$ cat config.mk
export PLATFORM = sky130hd
export DESIGN_NAME = spc_queue
export DESIGN_NICKNAME = d
export VERILOG_FILES = /design/src/rtl/spc_pkg.sv /design/src/rtl/spc_queue.sv
export SDC_FILE = /design/constraint.sdc
export NUM_CORES = 1
export LEC_CHECK = 0
export ABC_CLOCK_PERIOD_IN_PS = 1700
export BUFFER_PORTS_ARGS = -buffer_cell sky130_fd_sc_hd__buf_2
export CELL_PAD_IN_SITES_DETAIL_PLACEMENT = 0
export CELL_PAD_IN_SITES_GLOBAL_PLACEMENT = 2
export CORE_MARGIN = 2
export CORE_UTILIZATION = 40
export CTS_BUF_LIST = sky130_fd_sc_hd__clkbuf_4 sky130_fd_sc_hd__clkbuf_8 sky130_fd_sc_hd__clkbuf_16
export DETAILED_ROUTE_END_ITERATION = 8
export PLACE_DENSITY = 0.77
export SYNTH_ARGS = -nofsm -noshare
export SYNTH_HDL_FRONTEND = slang
export SYNTH_SLANG_ARGS = --single-unit
$ cat constraint.sdc
create_clock -name clock -period 1.7 [get_ports clock]
set_input_delay 0.255 -clock clock [delete_from_list [all_inputs] [get_ports clock]]
set_output_delay 0.255 -clock clock [all_outputs]
set_load 0.01 [all_outputs]
$ cat src/rtl/spc_pkg.sv
`default_nettype none
// ----------------------------------------------------------------------------
// spc_pkg
// shared constants, types and helper functions of the scan polar-to-cartesian
// converter
// ----------------------------------------------------------------------------
package spc_pkg;

   // sizing
   localparam int RANGE_BITS    = 16;
   localparam int ANGLE_BITS    = 16;
   localparam int CORDIC_STAGES = 16;

   localparam int SAMPLE_W  = 16;
   localparam int BAM_W     = 16;
   localparam int POINT_W   = 17;
   localparam int CSR_IDX_W = 2;
   localparam int CSR_DAT_W = 16;

   localparam int TABLE_LEN = 24;
   localparam int STAGES    = (CORDIC_STAGES > TABLE_LEN) ? TABLE_LEN : CORDIC_STAGES;
   localparam int FRAC_BITS = 24;
   localparam int GAIN_W    = 24;
   localparam int PROD_W    = SAMPLE_W + GAIN_W;
   localparam int DATA_W    = PROD_W + 2;
   localparam int RES_W     = DATA_W - FRAC_BITS;
   localparam int Z_W       = ANGLE_BITS + 1;
   localparam int ATAN_SHIFT = 32 - ANGLE_BITS;

   localparam logic [GAIN_W-1:0]   GAIN_Q  = GAIN_W'(10188014);
   localparam logic signed [RES_W-1:0] OUT_MAX = RES_W'(65535);
   localparam logic [SAMPLE_W-1:0] RANGE_MASK =
      (RANGE_BITS >= SAMPLE_W) ? {SAMPLE_W{1'b1}} : SAMPLE_W'((64'd1 << RANGE_BITS) - 64'd1);

   localparam int QUEUE_DEPTH = 4;
   localparam int QPTR_W      = $clog2(QUEUE_DEPTH);
   localparam int QCNT_W      = $clog2(QUEUE_DEPTH + 1);

   // register map
   typedef enum logic [CSR_IDX_W-1:0] {
      CSR_START_ANGLE = 2'd0,
      CSR_ANGLE_STEP  = 2'd1,
      CSR_RANGE_LOW   = 2'd2,
      CSR_RANGE_HIGH  = 2'd3
   } csr_index_type;

   // arctangent of 2^-i in units of 2^-32 turn
   localparam logic [31:0] ATAN_TURNS32 [TABLE_LEN] = '{
      32'd536870912, 32'd316933406, 32'd167458907, 32'd85004756, 32'd42667331,
      32'd21354465,  32'd10679838,  32'd5340245,   32'd2670163,  32'd1335087,
      32'd667544,    32'd333772,    32'd166886,    32'd83443,    32'd41722,
      32'd20861,     32'd10430,     32'd5215,      32'd2608,     32'd1304,
      32'd652,       32'd326,       32'd163,       32'd81
   };

   // one converted sample waiting for the rotator
   typedef struct packed {
      logic [SAMPLE_W-1:0]          sample;
      logic signed [ANGLE_BITS-1:0] z;
      logic                         flip;
   } spc_item_type;

   // arctangent rounded half up to the angle unit
   function automatic logic signed [Z_W-1:0] atan_q(input int idx);
      logic [32:0] t;
      t = {1'b0, ATAN_TURNS32[idx]} + (33'd1 << (ATAN_SHIFT - 1));
      return Z_W'(t >> ATAN_SHIFT);
   endfunction

   // beam angle rescaled to ANGLE_BITS bits of a turn
   function automatic logic [ANGLE_BITS-1:0] angle_scale(input logic [BAM_W-1:0] a);
      logic [BAM_W+ANGLE_BITS-1:0] t;
      t = {a, {ANGLE_BITS{1'b0}}} >> BAM_W;
      return t[ANGLE_BITS-1:0];
   endfunction

endpackage
`default_nettype wire

$ cat src/rtl/spc_queue.sv
`default_nettype none
// ----------------------------------------------------------------------------
// spc_queue
// short first-in first-out buffer between front end and rotator
// ----------------------------------------------------------------------------
module spc_queue (
   input  wire logic                   clock,
   input  wire logic                   reset,
   input  wire logic                   push,
   input  spc_pkg::spc_item_type       push_item,
   input  wire logic                   pop,
   output spc_pkg::spc_item_type       head_item,
   output logic                        empty,
   output logic                        full
);
   import spc_pkg::*;

   spc_item_type      slot_ff [QUEUE_DEPTH];
   logic [QPTR_W-1:0] wr_ptr_ff, rd_ptr_ff;
   logic [QCNT_W-1:0] count_ff;
   logic              do_pop;

   assign empty     = (count_ff == '0);
   assign full      = (count_ff == QCNT_W'(QUEUE_DEPTH));
   assign do_pop    = pop && !empty;
   assign head_item = slot_ff[rd_ptr_ff];

   always_ff @(posedge clock) begin
      if (reset) begin
         wr_ptr_ff <= '0;
         rd_ptr_ff <= '0;
         count_ff  <= '0;
      end else begin
         if (push) wr_ptr_ff <= wr_ptr_ff + 1'b1;
         if (do_pop) rd_ptr_ff <= rd_ptr_ff + 1'b1;
         count_ff <= count_ff + QCNT_W'(push) - QCNT_W'(do_pop);
      end
   end

   always_ff @(posedge clock) begin
      if (push) slot_ff[wr_ptr_ff] <= push_item;
   end

`ifndef SYNTHESIS
   a_count_bound: assert property (@(posedge clock) disable iff (reset)
      count_ff <= QCNT_W'(QUEUE_DEPTH))
      else $error("queue fill beyond depth");
   a_no_push_full: assert property (@(posedge clock) disable iff (reset)
      full |-> !push)
      else $error("item written into full queue");
   a_count_track: assert property (@(posedge clock) disable iff (reset)
      (push && !do_pop) |=> count_ff == $past(count_ff) + 1'b1)
      else $error("queue fill count lost an item");
`endif

endmodule
`default_nettype wire

Word-level counts from Yosys, hierarchy flattened --
Memories as Yosys holds them, arrays and structs flattened. A register that Yosys moved wholly into a read port is not among the register bits. Cells that the tools add are included.
Word-level totals: output and inout port bits 35, bits of input ports 37, memory bits (writable) 132, bits in latches 0, register bits 7, ROM bits 0, memories kept 1
Operators by class: divide/modulo/power cells 0, reductions and logical operators 3, shift-type cells 0, order comparisons 0, multiply operators 0, mux-type cells 4, $add $sub $neg 4, equal/unequal tests 1, bitwise logic cells 0
Memories:
- slot_ff | depth 4, width 33, rd ports 1, clocked after Yosys merged registers in 1, write ports 1, line spc_queue.sv:18 | spc_item_type slot_ff [QUEUE_DEPTH];
Operator list (count):
- adder 2 x 1 -> 2 bit, second input constant | 2
- two-way mux 2 bit | 2
- adder 3 x 1 -> 3 bit | 1
- equality test 3 bit, second input constant | 1
- zero test 3 bit | 1
- subtractor 3 x 1 -> 3 bit | 1
- two-way mux 1 bit | 2
- logical AND 1 bit | 1
- zero test 1 bit | 1

Longest topological paths before layout --
depth after elaboration 5, mapped depth 8

Worst setup path after synthesis --
Ideal clock, no wire load.
path type reg-to-reg, start reg count_ff[1], end reg count_ff[2], stages on the path, launching flop included 9, path buffers 0, setup time 0.126 ns, arrival 1.737 ns, clock period less this slack 1.863 ns, setup slack -0.163 ns, cells stage by stage dfxtp_1 -> o31a_1 -> ha_1 -> inv_1 -> ha_1 -> inv_1 -> fa_1 -> xnor3_1 -> nor2_1
Between the ends: longest elaborated chain between the ends 4, elaborated cells between the ends (all ways) 5, those cells by class add/sub (2); reduce/logical (3)
Ends and longest elaborated chain:
- start, declared | line spc_queue.sv:20 | logic [QCNT_W-1:0] count_ff;
- start signal, assigned | line spc_queue.sv:36 | count_ff <= count_ff + QCNT_W'(push) - QCNT_W'(do_pop);
- zero test 3 bit | line spc_queue.sv:23 | assign empty = (count_ff == '0);
- zero test 1 bit | line spc_queue.sv:25 | assign do_pop = pop && !empty;
- logical AND 1 bit | line spc_queue.sv:25
- net do_pop | line spc_queue.sv:21 | logic do_pop;
- subtractor 3 x 1 -> 3 bit | line spc_queue.sv:36
The timed path passes the listed nets, and every way through them passes these cells. A chain may end at the register's enable or synchronous reset.

==> results.yml <==
finish:
  drive_above_1_share: 0.489
  fin_util: 0.518
  diodes: 0
  nets: 359
  layout_commonest_cell: "edfxtp_1"
  final_cell_mix: "edfxtp_1, buf_2, mux4_2, buf_6, clkbuf_16"
  area_growth_pct: 25.4
clock_network:
  hold_buffers: 0
  cts.sinks: 141
  cts_root_buf: "clkbuf_16"
  ctsHtreeMaxLevel: 4
  cts_buffer_depth: 2
  clk_latency_ns: 0.41
  numCtsBuffers: 17
  cts_tree: "built"
  clk_pin_slew_ns: 0.05
grt:
  grt_overflow: 0
  met3_usage: 0.0565
  grt_pass1_vias: 2595
  grt_use_met2: 0.224
  grt_use_total: 0.140
  antenna_found_initial: 0
  grt_use_met1: 0.175
  grt_max_degree: 34
  grt_pass1_wl_um: 14400
  top_usage_layer: "met2"
drt:
  wl_per_cell_um: 18.1
  firstDrtPassIters: 4
  drtIter0Drc: 175
  antenna_left: 0
  via_count: 2429
  routed_wl_um: 9020
  drc: 0
  viasPerCell: 4.87
worst_hold_path:
  hold_class: "input port to flop"
  hold_path_startpoint: "push_item[21]"
  hold_path_end: "slot_ff[1][21]"
  holdPathStages: 1
power:
  irDropWorstVdd_mv: 0.642
  powerDensity_nw_per_um2: 1420
  p_leak_nw: 2.30
synthesis:
  ys_seq_area_frac: 0.785
  netlist_instances: 218
  yosysTopAreaCell: "edfxtp_1"
  async_reset_ff_frac: 0
  ys_ff_latch: 141
  syn-cell-area_um2: 5280
  synth.top_cell.area_share: 0.751
  synth_area_per_cell_um2: 24.2
  synth_edf_count: 132
  synth_fp_nets: 262
  synth_ff_type: "edfxtp_1"
  synth_area_leaders: "edfxtp_1, mux4_2, dfxtp_1"
  ys_types: 22
  yosys_warnings: 0
setup_path:
  cp_cell_sequence: "buf_6 > mux4_1 > buf_2"
  critPathKind: "flop to output pin"
  critical_path_required_ns: 1.44
  ff2ff_path_depth: 8
  r2r_slack_ns: -0.12
  max_stage_delay_ns: 0.54
  crit_path_top_delay_cell: "mux4_1"
  cp-start-kind: "flop"
  arrival_ns: 1.68
  timing.rr.end: "count_ff[2]"
  crit_path_max_fanout: 7
  r2r_start: "count_ff[2]"
  end_kind: "output pin"
placed_design:
  globalplace.congestion: 0.717
  place_hpwl_um: 5330
  portBuffers: 71
  post-place-ws_ns: -0.125
floorplanning:
  die_width_um: 119
  ios: 72
  dieArea_um2: 14100
  fp.coreArea_um2: 12800
  initial_core_util: 0.413
  die_height_um: 119
  num_rows: 41
outcome:
  status: "complete, but fails checks"
  violations: "setup timing"
sta:
  setup_ws_ns: -0.230
  setup_viol: 35
  finalHoldViolCount: 0
  slew_headroom: 0.766
  finClkSkew_ns: 0.00414
  finalCriticalPeriod_ns: 1.93
  clock.fmax_mhz: 518
  slew_violations: 0
  fin_crit_sh: 1.14
  rsz0062_at_grt: "true"
  tightest_slew_ns: 0.347
flow_run:
  cap_violations: 0
power by group:
part | internal, mW | switching [mW] | leakage [nW]
clock | 2.02 | 1.30 | 0.265
sequential | 4.02 | 0.0807 | 1.29
combinational | 1.12 | 0.847 | 0.745
critical path: cells and delay by family, from the launching register on:
family	cells	cell delay (ns)
mux	1	0.54
buf+inv	2	0.33
flops	1	0.40
worst max-delay path by stage:
| stage | startpoint | endpoint | slack [ns] | cells after the start |
|---|---|---|---|---|
| 2_1_floorplan | count_ff[2] | count_ff[2] | -0.09 | 8 |
| 3_3_place_gp | count_ff[2] | count_ff[2] | -0.06 | 8 |
| 3_5_place_dp | count_ff[2] | count_ff[2] | -0.13 | 8 |
| 4_1_cts | flop | head_item[29] | -0.27 | 3 |
| 5_1_grt | flop | head_item[29] | -0.30 | 3 |
| 6_report | flop | head_item[29] | -0.23 | 3 |
kinds of logic after synthesis:
logic type	share of synthesized area
xor+xnor	0.00593
flops	0.785
mux	0.151
fa+ha+maj	0.0180
buf+inv	0.0213
simple gates	0.0149
compound gates	0.00332
cell usage after synthesis, types with 2 or more instances:
master and instances:
nor2b_1 3, mux4_2 30, dfxtp_1 9, mux4_1 3, and2_1 4, clkbuf_1 2, ha_1 6, edfxtp_1 132
inv_1 5, nor2_1 6, buf_12 3, buf_2 3, mux2_2 3
final cells by class:
type | count | area (µm²)
inverters | 5 | 18.8
multi-input cells | 63 | 1020
flip-flops and latches | 141 | 4150
repair buffers | 87 | 673
well taps | 172 | 215
fillers | 1022 | 6150
clock inverters | 12 | 98.8
clock buffers | 19 | 440
per-stage QoR:
| step | power, mW | cell area, µm² | instances | hold WS [ns] | TNS (ns) |
|---|---|---|---|---|---|
| 6_report | 9.39 | 6620 | 499 | 0.0646 | -6.29 |
| 5_1_grt | 9.84 | 6620 | 499 | 0.0426 | -8.76 |
| 4_1_cts | 9.46 | 6580 | 499 | 0.0445 | -7.88 |
| 3_5_place_dp | 5.93 | 5940 | 465 | 0.473 | -0.236 |
| 3_3_place_gp | 5.88 | 5940 | 465 | 0.465 | -0.123 |
| 2_1_floorplan | 5.33 | 5290 | 218 | 0.354 | -0.169 |
sequential cells by signal (all words and copies together) (netlist names), named ones only:
| register | flops |
|---|---|
| slot_ff | 132 |
| count_ff | 3 |
| rd_ptr_ff | 2 |
| wr_ptr_ff | 2 |
repair_timing:
item	CTS	global route
endpoints found under the hold margin	0	0
gates cloned	1	0
pin swaps	1	1
resized for setup	12	10
endpoints found under the setup margin	35	35
setup buffers	2	1
per-layer routing:
metal / wire [µm] / vias up
li1: - / 1100
met1: 3930 / 1261
met2: 4560 / 58
met3: 418 / 10
met4: 105 / 0
met5: 0 / -
Note: power is estimated with default switching activity, not from simulation.
