$ cat config.mk
export PLATFORM = sky130hd
export DESIGN_NAME = spc_front
export DESIGN_NICKNAME = d
export VERILOG_FILES = /design/src/rtl/spc_pkg.sv /design/src/rtl/spc_front.sv
export SDC_FILE = /design/constraint.sdc
export NUM_CORES = 1
export LEC_CHECK = 0
export ABC_AREA = 1
export BUFFER_PORTS_ARGS = -buffer_cell sky130_fd_sc_hd__buf_2
export CORE_ASPECT_RATIO = 1.2
export CORE_UTILIZATION = 40
export DETAILED_ROUTE_END_ITERATION = 6
export PLACE_DENSITY = 0.61
export RECOVER_POWER = 100
export SYNTH_ARGS = -nofsm -noshare
export SYNTH_HDL_FRONTEND = slang
export SYNTH_SLANG_ARGS = --single-unit
$ cat constraint.sdc
create_clock -name clock -period 2.43 [get_ports clock]
set_input_delay 0.3645 -clock clock [delete_from_list [all_inputs] [get_ports clock]]
set_output_delay 0.3645 -clock clock [all_outputs]
set_load 0.02 [all_outputs]
$ cat src/rtl/spc_pkg.sv
`default_nettype none
// ----------------------------------------------------------------------------
// spc_pkg
// shared constants, types and helper functions of the scan polar-to-cartesian
// converter
// ----------------------------------------------------------------------------
package spc_pkg;

   // sizing
   localparam int RANGE_BITS    = 16;
   localparam int ANGLE_BITS    = 16;
   localparam int CORDIC_STAGES = 16;

   localparam int SAMPLE_W  = 16;
   localparam int BAM_W     = 16;
   localparam int POINT_W   = 17;
   localparam int CSR_IDX_W = 2;
   localparam int CSR_DAT_W = 16;

   localparam int TABLE_LEN = 24;
   localparam int STAGES    = (CORDIC_STAGES > TABLE_LEN) ? TABLE_LEN : CORDIC_STAGES;
   localparam int FRAC_BITS = 24;
   localparam int GAIN_W    = 24;
   localparam int PROD_W    = SAMPLE_W + GAIN_W;
   localparam int DATA_W    = PROD_W + 2;
   localparam int RES_W     = DATA_W - FRAC_BITS;
   localparam int Z_W       = ANGLE_BITS + 1;
   localparam int ATAN_SHIFT = 32 - ANGLE_BITS;

   localparam logic [GAIN_W-1:0]   GAIN_Q  = GAIN_W'(10188014);
   localparam logic signed [RES_W-1:0] OUT_MAX = RES_W'(65535);
   localparam logic [SAMPLE_W-1:0] RANGE_MASK =
      (RANGE_BITS >= SAMPLE_W) ? {SAMPLE_W{1'b1}} : SAMPLE_W'((64'd1 << RANGE_BITS) - 64'd1);

   localparam int QUEUE_DEPTH = 4;
   localparam int QPTR_W      = $clog2(QUEUE_DEPTH);
   localparam int QCNT_W      = $clog2(QUEUE_DEPTH + 1);

   // register map
   typedef enum logic [CSR_IDX_W-1:0] {
      CSR_START_ANGLE = 2'd0,
      CSR_ANGLE_STEP  = 2'd1,
      CSR_RANGE_LOW   = 2'd2,
      CSR_RANGE_HIGH  = 2'd3
   } csr_index_type;

   // arctangent of 2^-i in units of 2^-32 turn
   localparam logic [31:0] ATAN_TURNS32 [TABLE_LEN] = '{
      32'd536870912, 32'd316933406, 32'd167458907, 32'd85004756, 32'd42667331,
      32'd21354465,  32'd10679838,  32'd5340245,   32'd2670163,  32'd1335087,
      32'd667544,    32'd333772,    32'd166886,    32'd83443,    32'd41722,
      32'd20861,     32'd10430,     32'd5215,      32'd2608,     32'd1304,
      32'd652,       32'd326,       32'd163,       32'd81
   };

   // one converted sample waiting for the rotator
   typedef struct packed {
      logic [SAMPLE_W-1:0]          sample;
      logic signed [ANGLE_BITS-1:0] z;
      logic                         flip;
   } spc_item_type;

   // arctangent rounded half up to the angle unit
   function automatic logic signed [Z_W-1:0] atan_q(input int idx);
      logic [32:0] t;
      t = {1'b0, ATAN_TURNS32[idx]} + (33'd1 << (ATAN_SHIFT - 1));
      return Z_W'(t >> ATAN_SHIFT);
   endfunction

   // beam angle rescaled to ANGLE_BITS bits of a turn
   function automatic logic [ANGLE_BITS-1:0] angle_scale(input logic [BAM_W-1:0] a);
      logic [BAM_W+ANGLE_BITS-1:0] t;
      t = {a, {ANGLE_BITS{1'b0}}} >> BAM_W;
      return t[ANGLE_BITS-1:0];
   endfunction

endpackage
`default_nettype wire

$ cat src/rtl/spc_front.sv
`default_nettype none
// ----------------------------------------------------------------------------
// spc_front
// configuration registers, running beam angle, range window and quadrant fold
// ----------------------------------------------------------------------------
module spc_front (
   input  wire logic                            clock,
   input  wire logic                            reset,
   input  wire logic                            csr_valid,
   input  wire logic [spc_pkg::CSR_IDX_W-1:0]   csr_index,
   input  wire logic [spc_pkg::CSR_DAT_W-1:0]   csr_wdata,
   input  wire logic                            accept,
   input  wire logic [spc_pkg::SAMPLE_W-1:0]    range_sample,
   input  wire logic                            scan_start,
   output logic                                 push,
   output spc_pkg::spc_item_type                item
);
   import spc_pkg::*;

   logic [BAM_W-1:0]      start_angle_ff, angle_step_ff, beam_ff, beam_in;
   logic [SAMPLE_W-1:0]   range_low_ff, range_high_ff;
   logic [BAM_W-1:0]      angle;
   logic [SAMPLE_W-1:0]   r;
   logic [ANGLE_BITS-1:0] zu;
   logic                  fold;

   always_ff @(posedge clock) begin
      if (reset) begin
         start_angle_ff <= '0;
         angle_step_ff  <= '0;
         range_low_ff   <= '0;
         range_high_ff  <= '1;
         beam_ff        <= '0;
      end else begin
         if (csr_valid) begin
            unique case (csr_index_type'(csr_index))
               CSR_START_ANGLE: start_angle_ff <= csr_wdata;
               CSR_ANGLE_STEP:  angle_step_ff  <= csr_wdata;
               CSR_RANGE_LOW:   range_low_ff   <= csr_wdata;
               CSR_RANGE_HIGH:  range_high_ff  <= csr_wdata;
               default: ;
            endcase
         end
         beam_ff <= beam_in;
      end
   end

   always_comb begin
      angle   = scan_start ? start_angle_ff : beam_ff;
      beam_in = accept ? angle + angle_step_ff : beam_ff;
      r       = range_sample & RANGE_MASK;
      push    = accept && (r > range_low_ff) && (r < range_high_ff);
      zu      = angle_scale(angle);
      // second and third quarter turn: rotate by a half turn, negate at the end
      fold    = zu[ANGLE_BITS-1] ^ zu[ANGLE_BITS-2];
      item.sample = r;
      item.z      = signed'({zu[ANGLE_BITS-1] ^ fold, zu[ANGLE_BITS-2:0]});
      item.flip   = fold;
   end

endmodule
`default_nettype wire

* After elaboration in Yosys (flattened, before gate mapping)
Index checks and enable logic that the tools add are counted.
** Word-level totals
- Register bits after elaboration :: 80
- Input port bits :: 39
** Cells by class
- Add/subtract/negate cells :: 1
- $lt $le $gt $ge :: 2
- Equal/unequal tests :: 3
- Multiplexer cells :: 1
- Bitwise operators :: 2
- Reductions and logical operators :: 7
** Operator list (number)
- 16-bit adder :: 1
- 16-bit > comparator :: 1
- 16-bit less-than comparator :: 1
- 16-bit 2-to-1 mux :: 1
- 2-bit AND reduction :: 4
- 2-bit == test, second input constant :: 2
- 2-bit by 1-bit == test with 1-bit output, second input constant :: 1
- 1-bit logical AND :: 2
- 2-bit logical NOT :: 1
- 1-bit XOR :: 2

* Depth between registers and ports, before layout
Gate-level depths: netlist of run 1.
- Depth after elaboration :: 3
- Gate-level depth with buffers :: 16
- Depth with buffers taken out :: 14

* Least setup slack after synthesis of run 1
OpenSTA, ideal clock, no wires.
- Path kind :: input to register
- From :: in scan_start
- To :: reg beam_ff[8]
- Arrival time :: 2.347 ns
- Required time :: 2.321 ns
- Path slack :: -0.026 ns
- Stages :: 14
- Path buffers :: 2
- Cell sequence :: buf_6 clkbuf_1 o21ai_0 ha_1 fa_1 nand2_1 nand2_1 and2_4 nand2_2 nand2_2 xnor2_1 nand2_1 nand2_1 inv_1
** RTL lines
- from (decl) :: RTL line spc_front.sv:14 : input wire logic scan_start,
- to (signal assigned) :: RTL line spc_front.sv:44 : beam_ff <= beam_in;
- to (decl) :: RTL line spc_front.sv:20 : logic [BAM_W-1:0] start_angle_ff, angle_step_ff, beam_ff, beam_in;

* Final worst setup path of run 1
- From :: reg range_low_ff[15]
- To :: out push
** On the way
- Word-level cells in the longest chain between the ends :: 3
** RTL lines
- from (decl) :: RTL line spc_front.sv:21 : logic [SAMPLE_W-1:0] range_low_ff, range_high_ff;
- from (signal assigned) :: RTL line spc_front.sv:39 : CSR_RANGE_LOW: range_low_ff <= csr_wdata;
- 16-bit > comparator :: RTL line spc_front.sv:52 : push = accept && (r > range_low_ff) && (r < range_high_ff);
- 1-bit logical AND (2 in series) :: RTL line spc_front.sv:52
- to (decl) :: RTL line spc_front.sv:15 : output logic push,
No other way between the ends.

==> impl_metrics.py, run 1 <==
metrics = {
    "power_and_ir_drop": {
        "p_per_area_mw_per_mm2": 643,
        "p_total_uw": 3500,
        "vdd_drop_max_mv": 0.311,
        "p_leak_uw": 0.00273,
    },
    "timing": {
        "drv_slew": 0,
        "period_needed_ps": 2220,
        "fin_skew_ps": 7.12,
        "hold_viol_final": 0,
        "holdWs_ps": 294,
        "fin_crit_sh_pct": 91.5,
        "rsz0062_at_grt": "no",
        "slew_headroom_pct": 6.52,
        "fin_ws_ps": 206,
        "clock.fmax_ghz": 0.450,
        "finalSetupViolations": 0,
        "max_slew.worst_pin.slew_ps": 1400,
    },
    "route": {
        "route.vias.total": 4331,
        "ant_nets": 0,
        "drt-vias-per-instance": 4.83,
        "routedWlPerCell_um": 12.9,
        "finalWirelength_um": 11600,
        "drt_iter0_markers": 256,
        "firstDrtPassIters": 4,
        "drc": 0,
    },
    "synth": {
        "synth_cell_types": 36,
        "postSynthAreaPerCell_um2": 6.99,
        "syn-cell-area_mm2": 0.00481,
        "syn_nets": 774,
        "synthCells": 688,
        "seq_area_frac_synth_pct": 33.3,
        "yosysTopAreaCellShare_pct": 33.3,
        "synth_edf_count": 0,
        "yosys-top-cells-area": "dfxtp_1, ha_1, nand2_1",
        "synth-seq-cells": 80,
        "synthArstFlopShare_pct": 0,
        "synth-warning-count": 0,
        "synth_top_area_cell": "dfxtp_1",
        "yosys-top-cells-count": "nand2_1, inv_1, nor2_1, dfxtp_1, o21ai_0",
        "synth.most_common_cell": "nand2_1",
        "synth_ff_type": "dfxtp_1",
    },
    "global_route": {
        "grt_pass1_wl_um": 19200,
        "grt_overflow_total": 0,
        "grt_max_degree": 56,
        "antenna_found_initial": 0,
        "grt_util_all_layers_pct": 19.9,
        "grt_pass1_vias": 4087,
    },
    "finish": {
        "area.growth.synth_to_final_pct": 13.2,
        "nets": 820,
        "fin_util_pct": 46.8,
        "fillers": 1253,
        "insertedDiodeCount": 0,
        "drive_gt1_share_pct": 11.1,
    },
    "floorplan": {
        "die_width_um": 102,
        "die-area_mm2": 0.0125,
        "io_pins": 73,
        "die_y_um": 122,
        "start_util_pct": 41.4,
        "rows": 43,
        "core_mm2": 0.0116,
    },
    "run": {
        "drv_cap": 0,
    },
    "hold_path": {
        "hold_class": "input port to register",
    },
    "clocking": {
        "clockRootBuffer": "clkbuf_16",
        "cts_sinks": 80,
        "cts_buffers": 9,
        "hold_buffers": 0,
        "path_clk_slew_ps": 60,
        "cts_tree": "built",
        "cts-htree-levels": 3,
        "cts_buffer_depth": 2,
        "clk-insertion-delay-late_ps": 330,
    },
    "place": {
        "dp_slack_ps": 47.1,
        "detailed_place_hpwl_um": 8700,
        "gp_congestion": 0.892,
        "port_buffers": 72,
    },
    "worst_setup_path": {
        "critPathKind": "register to output port",
        "required_ps": 2070,
        "cp_max_fo": 2,
        "critPathArrivalTime_ps": 1860,
        "cp-start-kind": "register",
        "end_kind": "output port",
        "r2r_setup_slack_ps": 370,
    },
    "status": {
        "status": "finished, final reports clean",
    },
}
==> layer usage <==
| metal | routed length, um | global-route usage, % | share of wire [%] |
|---|---|---|---|
| met5 | 0 | 0 | 0 |
| met4 | 167 | 7.95 | 1.4 |
| met3 | 257 | 3.21 | 2.2 |
| met2 | 5730 | 33.4 | 49 |
| met1 | 5430 | 25.3 | 47 |
==> through the flow <==
step,setup TNS [ps],cell area (um^2),std cells
detailed placement,0,5150,880
floorplan,-3.15,4810,688
finish,0,5440,896
global placement,0,5150,880
global route,0,5440,896
CTS,0,5480,896
==> worst max-delay path: stages (launching register included) <==
cell and delay (ps):
dfxtp_1 310, inv_1 50, ha_1 290, nand2_1 70, nor2_1 130, nand4_1 140
nor3_1 210, nor2_1 70, nand2_1 70, nor2_1 50, clkbuf_2 150
==> path summary, 6_finish.rpt <==
path | startpoint | endpoint | depth (start not counted)
max | range_low_ff[15] | push | 10
max reg2reg | start_angle_ff[0] | beam_ff[8] | 13
min | csr_wdata[0] | range_high_ff[0] | 3
min reg2reg | range_low_ff[6] | range_low_ff[6] | 2
==> power by group <==
group | switching (uW) | total, uW | internal [uW]
clock network | 524 | 1510 | 985
logic | 371 | 573 | 201
registers | 31.2 | 1420 | 1390
==> flip-flops by register name, summed over array words and instances, names as in the netlist <==
signal / cells
range_low_ff: 16
beam_ff: 16
range_high_ff: 16
angle_step_ff: 16
start_angle_ff: 16
==> cell usage in the layout (no fill, tap or decap), types with 6 or more instances in the layout <==
| cell | n |
|---|---|
| nor2_1 | 85 |
| inv_1 | 98 |
| a21oi_1 | 65 |
| nand3_1 | 26 |
| nand2_1 | 112 |
| buf_2 | 42 |
| dfxtp_1 | 80 |
| o21ai_0 | 81 |
| clkbuf_16 | 9 |
| ha_1 | 45 |
| nand2_2 | 7 |
| inv_2 | 6 |
| clkbuf_1 | 33 |
==> area by class of cell <==
cell class,instances,area [um^2],area share (%)
inverter,105,394,7.24
clock buffer,14,274,5.04
timing repair buffer,77,354,6.51
clock inverter,2,60.1,1.10
multi-input combinational,461,2560,47.1
tap,157,196,3.61
sequential,80,1600,29.4
==> cells by family after synthesis <==
family,synth area share [%]
simple gates,21.8
buf+inv,13.4
mux,0.937
compound gates,17.1
flops,33.3
xor+xnor,1.09
fa+ha+maj,12.4
==> what timing repair did <==
action	CTS	global route
setup endpoints to repair	0	1
gates resized for setup	0	2
setup buffers	0	0
Power figures use the tool's default switching activity.
==> run 2: changes to the inputs <==
- CORE_MARGIN: default -> 3
- clock period: 2.43 -> 2.8 ns (I/O delays scaled with it)
==> run 2 against run 1 <==
  * Setup slack improved by 210 ps
  * Clock power decreased by 21%
  * Critical path depth increased by 1
  * Sequential power decreased by 13%
  * Largest power group is now registers
==> impl_metrics.py, run 2 (same netlist as run 1, synthesis figures left out) <==
metrics = {
    "worst_setup_path": {
        "cp_max_fo": 4,
        "timing.rr.end": "beam_ff[9]",
        "critical_path.slowest_cell": "ha_1",
        "critPathArrivalTime_ps": 1960,
        "r2r_setup_slack_ps": 800,
        "cp-start-kind": "register",
        "crit_chain": "inv_1, ha_1, nand2_1, nand2_1, nor2_1, nand3_1, o21bai_1, nor2_1, nand2_1, nor2_1, clkbuf_1",
        "r2r-start": "beam_ff[1]",
        "cp-startpoint": "range_high_ff[15]",
        "r2r_cells": 13,
        "end_kind": "output port",
        "required_ps": 2380,
        "cpPeakStageDelay_ps": 320,
        "critPathKind": "register to output port",
    },
    "finish": {
        "mostFrequentLayoutCells": "nand2_1, inv_1, nor2_1, o21ai_0, dfxtp_1",
        "insertedDiodeCount": 0,
        "fillers": 1253,
        "area.growth.synth_to_final_pct": 11.7,
        "drive_gt1_share_pct": 10.9,
        "nets": 816,
        "layout_commonest_cell": "nand2_1",
    },
    "floorplan": {
        "die-area_mm2": 0.0134,
        "die_width_um": 106,
        "start_util_pct": 41.2,
        "die_y_um": 126,
        "rows": 43,
        "core_mm2": 0.0117,
        "io_pins": 73,
    },
    "clocking": {
        "path_clk_slew_ps": 60,
        "hold_buffers": 0,
        "cts_buffer_depth": 2,
        "cts-htree-levels": 3,
        "clk-insertion-delay-late_ps": 340,
        "clockRootBuffer": "clkbuf_16",
        "cts_tree": "built",
        "cts_resized": 0,
        "cts_setup_buffers": 0,
        "cts_buffers": 9,
        "cts_sinks": 80,
    },
    "run": {
        "drv_cap": 0,
    },
    "timing": {
        "holdWs_ps": 354,
        "fin_ws_ps": 420,
        "rsz0062_at_grt": "no",
        "period_needed_ps": 2380,
        "fin_skew_ps": 9.23,
        "fin_crit_sh_pct": 85.0,
        "slew_headroom_pct": 8.78,
        "finalSetupViolations": 0,
        "hold_viol_final": 0,
        "drv_slew": 0,
        "max_slew.worst_pin.slew_ps": 1370,
        "fin_setup_tns_ps": 0,
        "clock.fmax_ghz": 0.420,
    },
    "route": {
        "routedWlPerCell_um": 13.1,
        "finalWirelength_um": 11600,
        "firstDrtPassIters": 4,
        "drt_iter0_markers": 178,
        "drc": 0,
        "route.vias.total": 4354,
        "drt-vias-per-instance": 4.88,
        "ant_nets": 0,
    },
    "power_and_ir_drop": {
        "vdd_drop_max_mv": 0.302,
        "p_per_area_mw_per_mm2": 543,
        "p_total_uw": 2920,
        "p_leak_uw": 0.00270,
    },
    "status": {
        "status": "finished, final reports clean",
    },
    "hold_path": {
        "min_path_cells": 3,
        "hp-start": "csr_wdata[13]",
        "holdPathEnd": "range_high_ff[13]",
        "hold_class": "input port to register",
    },
    "global_route": {
        "grt_pass1_vias": 4111,
        "grt_overflow_total": 0,
        "grt_pass1_wl_um": 19400,
        "grt_max_degree": 56,
        "grt_util_all_layers_pct": 18.1,
        "antenna_found_initial": 0,
    },
    "place": {
        "gp_congestion": 0.921,
        "port_buffers": 72,
        "detailed_place_hpwl_um": 8980,
        "dp_slack_ps": 280,
    },
}
[run 2: layout make-up]
cell class,count,area (um^2),area share [%]
clock inverters,5,56.3,1.05
well taps,157,196,3.66
clock buffers,11,243,4.52
flip-flops and latches,80,1600,29.8
repair buffers,73,330,6.15
inverters,105,394,7.34
multi-input cells,461,2550,47.5
[run 2: critical path: cells and delay by family (launching register included)]
kind                     cells  cell delay (ps)
AO/OA/AOI/OAI                1              170
flip-flops                   1              300
AND/OR/NAND/NOR              7              550
buffers and inverters        2              280
adder cells (fa/ha/maj)      1              320
[run 2: metrics by stage]
step           std cells  instance area, um^2  utilization, %
2_1_floorplan        688                 4810               -
3_3_place_gp         876                 5120            43.9
3_5_place_dp         876                 5120            43.9
4_1_cts              892                 5420            46.4
5_1_grt              892                 5370            46.0
6_report             892                 5370            46.0
[run 2: how the worst max path moves through the flow]
stage                     slack [ps]     endpoint
after global routing             210         push
after detailed placement         280  beam_ff[10]
after floorplan                  290   beam_ff[8]
after global placement           330  beam_ff[15]
final                            420         push
after CTS                        440         push
[run 2: layer usage]
metal	vias to the layer above	wire, um	track usage, %
li1	2274	-	-
met2	93	5550	30.8
met3	16	437	2.87
met5	-	0	0
met4	0	247	7.01
met1	1971	5410	23.0
[run 2: report_power, final]
group | switching [uW] | leakage, uW | internal [uW] | total (uW)
clock | 477 | 0.000145 | 714 | 1190
combinational | 326 | 0.00189 | 171 | 497
sequential | 25.5 | 0.000657 | 1200 | 1230
==> run 3: changes to the inputs <==
- CAP_MARGIN: default -> 10
- CORE_UTILIZATION: 40 -> 45
- PLACE_DENSITY: 0.61 -> 0.66
==> run 3 against run 2 <==
  * Total power increased by 9.1%
  * Fmax decreased by 2.0%
  * Sequential share of layout area is 0.19 points lower
  * Largest cell class unchanged
  * Highest routed layer unchanged
==> impl_metrics.py, run 3 (same netlist as run 1, synthesis figures left out) <==
metrics = {
    "route": {
        "drc": 0,
        "drt_iter0_markers": 233,
        "drt-vias-per-instance": 5.08,
        "routedWlPerCell_um": 13.3,
        "route.vias.total": 4377,
        "ant_nets": 0,
        "finalWirelength_um": 11500,
        "firstDrtPassIters": 5,
    },
    "floorplan": {
        "core_mm2": 0.0102,
        "start_util_pct": 47.1,
        "rows": 40,
        "die-area_mm2": 0.0120,
        "die_width_um": 100,
        "io_pins": 73,
        "die_y_um": 119,
    },
    "global_route": {
        "grt_pass1_vias": 4261,
        "gr-usage-met3_pct": 3.69,
        "grt_max_degree": 56,
        "grt_pass1_wl_um": 19700,
        "grt.busiest_layer": "met2",
        "antenna_found_initial": 0,
        "grt_util_all_layers_pct": 20.2,
        "grt_overflow_total": 0,
        "grt_use_met2_pct": 34.2,
        "grtUsageMet1_pct": 25.9,
    },
    "finish": {
        "drive_gt1_share_pct": 10.9,
        "fillers": 1053,
        "area.growth.synth_to_final_pct": 12.4,
        "fin_util_pct": 52.9,
        "insertedDiodeCount": 0,
        "layout_commonest_cell": "nand2_1",
        "nets": 817,
        "mostFrequentLayoutCells": "nand2_1, inv_1, nor2_1, o21ai_0, dfxtp_1",
    },
    "clocking": {
        "hold_buffers": 0,
        "cts_resized": 0,
        "cts_sinks": 80,
        "clk-insertion-delay-late_ps": 330,
        "cts_buffer_depth": 2,
        "cts-htree-levels": 3,
        "cts_setup_buffers": 0,
        "cts_tree": "built",
        "path_clk_slew_ps": 60,
        "clockRootBuffer": "clkbuf_16",
        "cts_buffers": 9,
    },
    "worst_setup_path": {
        "r2r_cells": 13,
        "cp-start-kind": "register",
        "timing.rr.end": "beam_ff[8]",
        "critical_path.slowest_cell": "ha_1",
        "r2r-start": "start_angle_ff[0]",
        "crit_chain": "inv_1, ha_1, nand2_1, nand2_1, nor2_1, nand3_1, o21bai_1, nor2_1, nand2_1, nor2_1, clkbuf_1",
        "critPathArrivalTime_ps": 2010,
        "critPathKind": "register to output port",
        "required_ps": 2380,
        "cp_max_fo": 4,
        "r2r_setup_slack_ps": 790,
        "cpPeakStageDelay_ps": 320,
        "end_kind": "output port",
    },
    "timing": {
        "max_slew.worst_pin.slew_ps": 1360,
        "fin_crit_sh_pct": 86.8,
        "fin_ws_ps": 370,
        "drv_slew": 0,
        "rsz0062_at_grt": "no",
        "clock.fmax_ghz": 0.412,
        "hold_viol_final": 0,
        "fin_skew_ps": 3.13,
        "slew_headroom_pct": 9.29,
        "finalSetupViolations": 0,
        "fin_setup_tns_ps": 0,
        "period_needed_ps": 2430,
    },
    "run": {
        "drv_cap": 0,
    },
    "power_and_ir_drop": {
        "p_leak_uw": 0.00273,
        "p_per_area_mw_per_mm2": 589,
        "vdd_drop_max_mv": 0.354,
        "p_total_uw": 3180,
    },
    "hold_path": {
        "hold_class": "input port to register",
        "holdPathEnd": "range_high_ff[0]",
        "min_path_cells": 3,
        "hp-start": "csr_wdata[0]",
    },
    "place": {
        "dp_slack_ps": 285,
        "port_buffers": 72,
        "gp_congestion": 0.942,
        "detailed_place_hpwl_um": 8770,
    },
    "status": {
        "status": "finished, final reports clean",
    },
}
## run 3: final cells by class
cell class                      instances  area, um^2  share of cell area [%]
Sequential cell                        80        1600                    29.6
Multi-Input combinational cell        461        2550                    47.1
Inverter                              105         394                    7.29
Timing Repair Buffer                   74         335                    6.20
Tap cell                              126         158                    2.92
Clock inverter                          6         130                    2.41
Clock buffer                           10         239                    4.42
## run 3: how the worst max path moves through the flow
stage / start / endpoint / slack (ps) / depth (start not counted)
after floorplan: scan_start / beam_ff[8] / 290 / 14
after global placement: scan_start / beam_ff[15] / 370 / 13
after detailed placement: scan_start / beam_ff[10] / 280 / 14
after CTS: range_high_ff[15] / push / 420 / 11
after global routing: range_high_ff[15] / push / 190 / 11
final: range_high_ff[15] / push / 370 / 11
## run 3: worst max-delay path: cells and delay by family, from the launching register on
| kind | cells | cell delay, ps |
|---|---|---|
| AOI/OAI and AO/OA | 1 | 180 |
| DFF | 1 | 310 |
| and+or+nand+nor | 7 | 580 |
| adders and majority gates | 1 | 320 |
| buffers and inverters | 2 | 290 |
## run 3: per-stage QoR
stage	std cells	hold WS, ps	area [um^2]
after floorplan	688	429	4810
after global placement	846	444	5090
after detailed placement	846	446	5090
after CTS	862	334	5460
after global routing	862	352	5410
final	862	344	5410
## run 3: report_power, final
group	switching (uW)	total, uW	internal [uW]
clock	474	1460	983
combinational	326	496	170
sequential	26.2	1230	1200
## run 3: per-layer routing
layer | part of all wire [%] | routed length [um]
met5 | 0 | 0
met4 | 2.1 | 238
met3 | 4.7 | 537
met2 | 48 | 5510
met1 | 45 | 5210
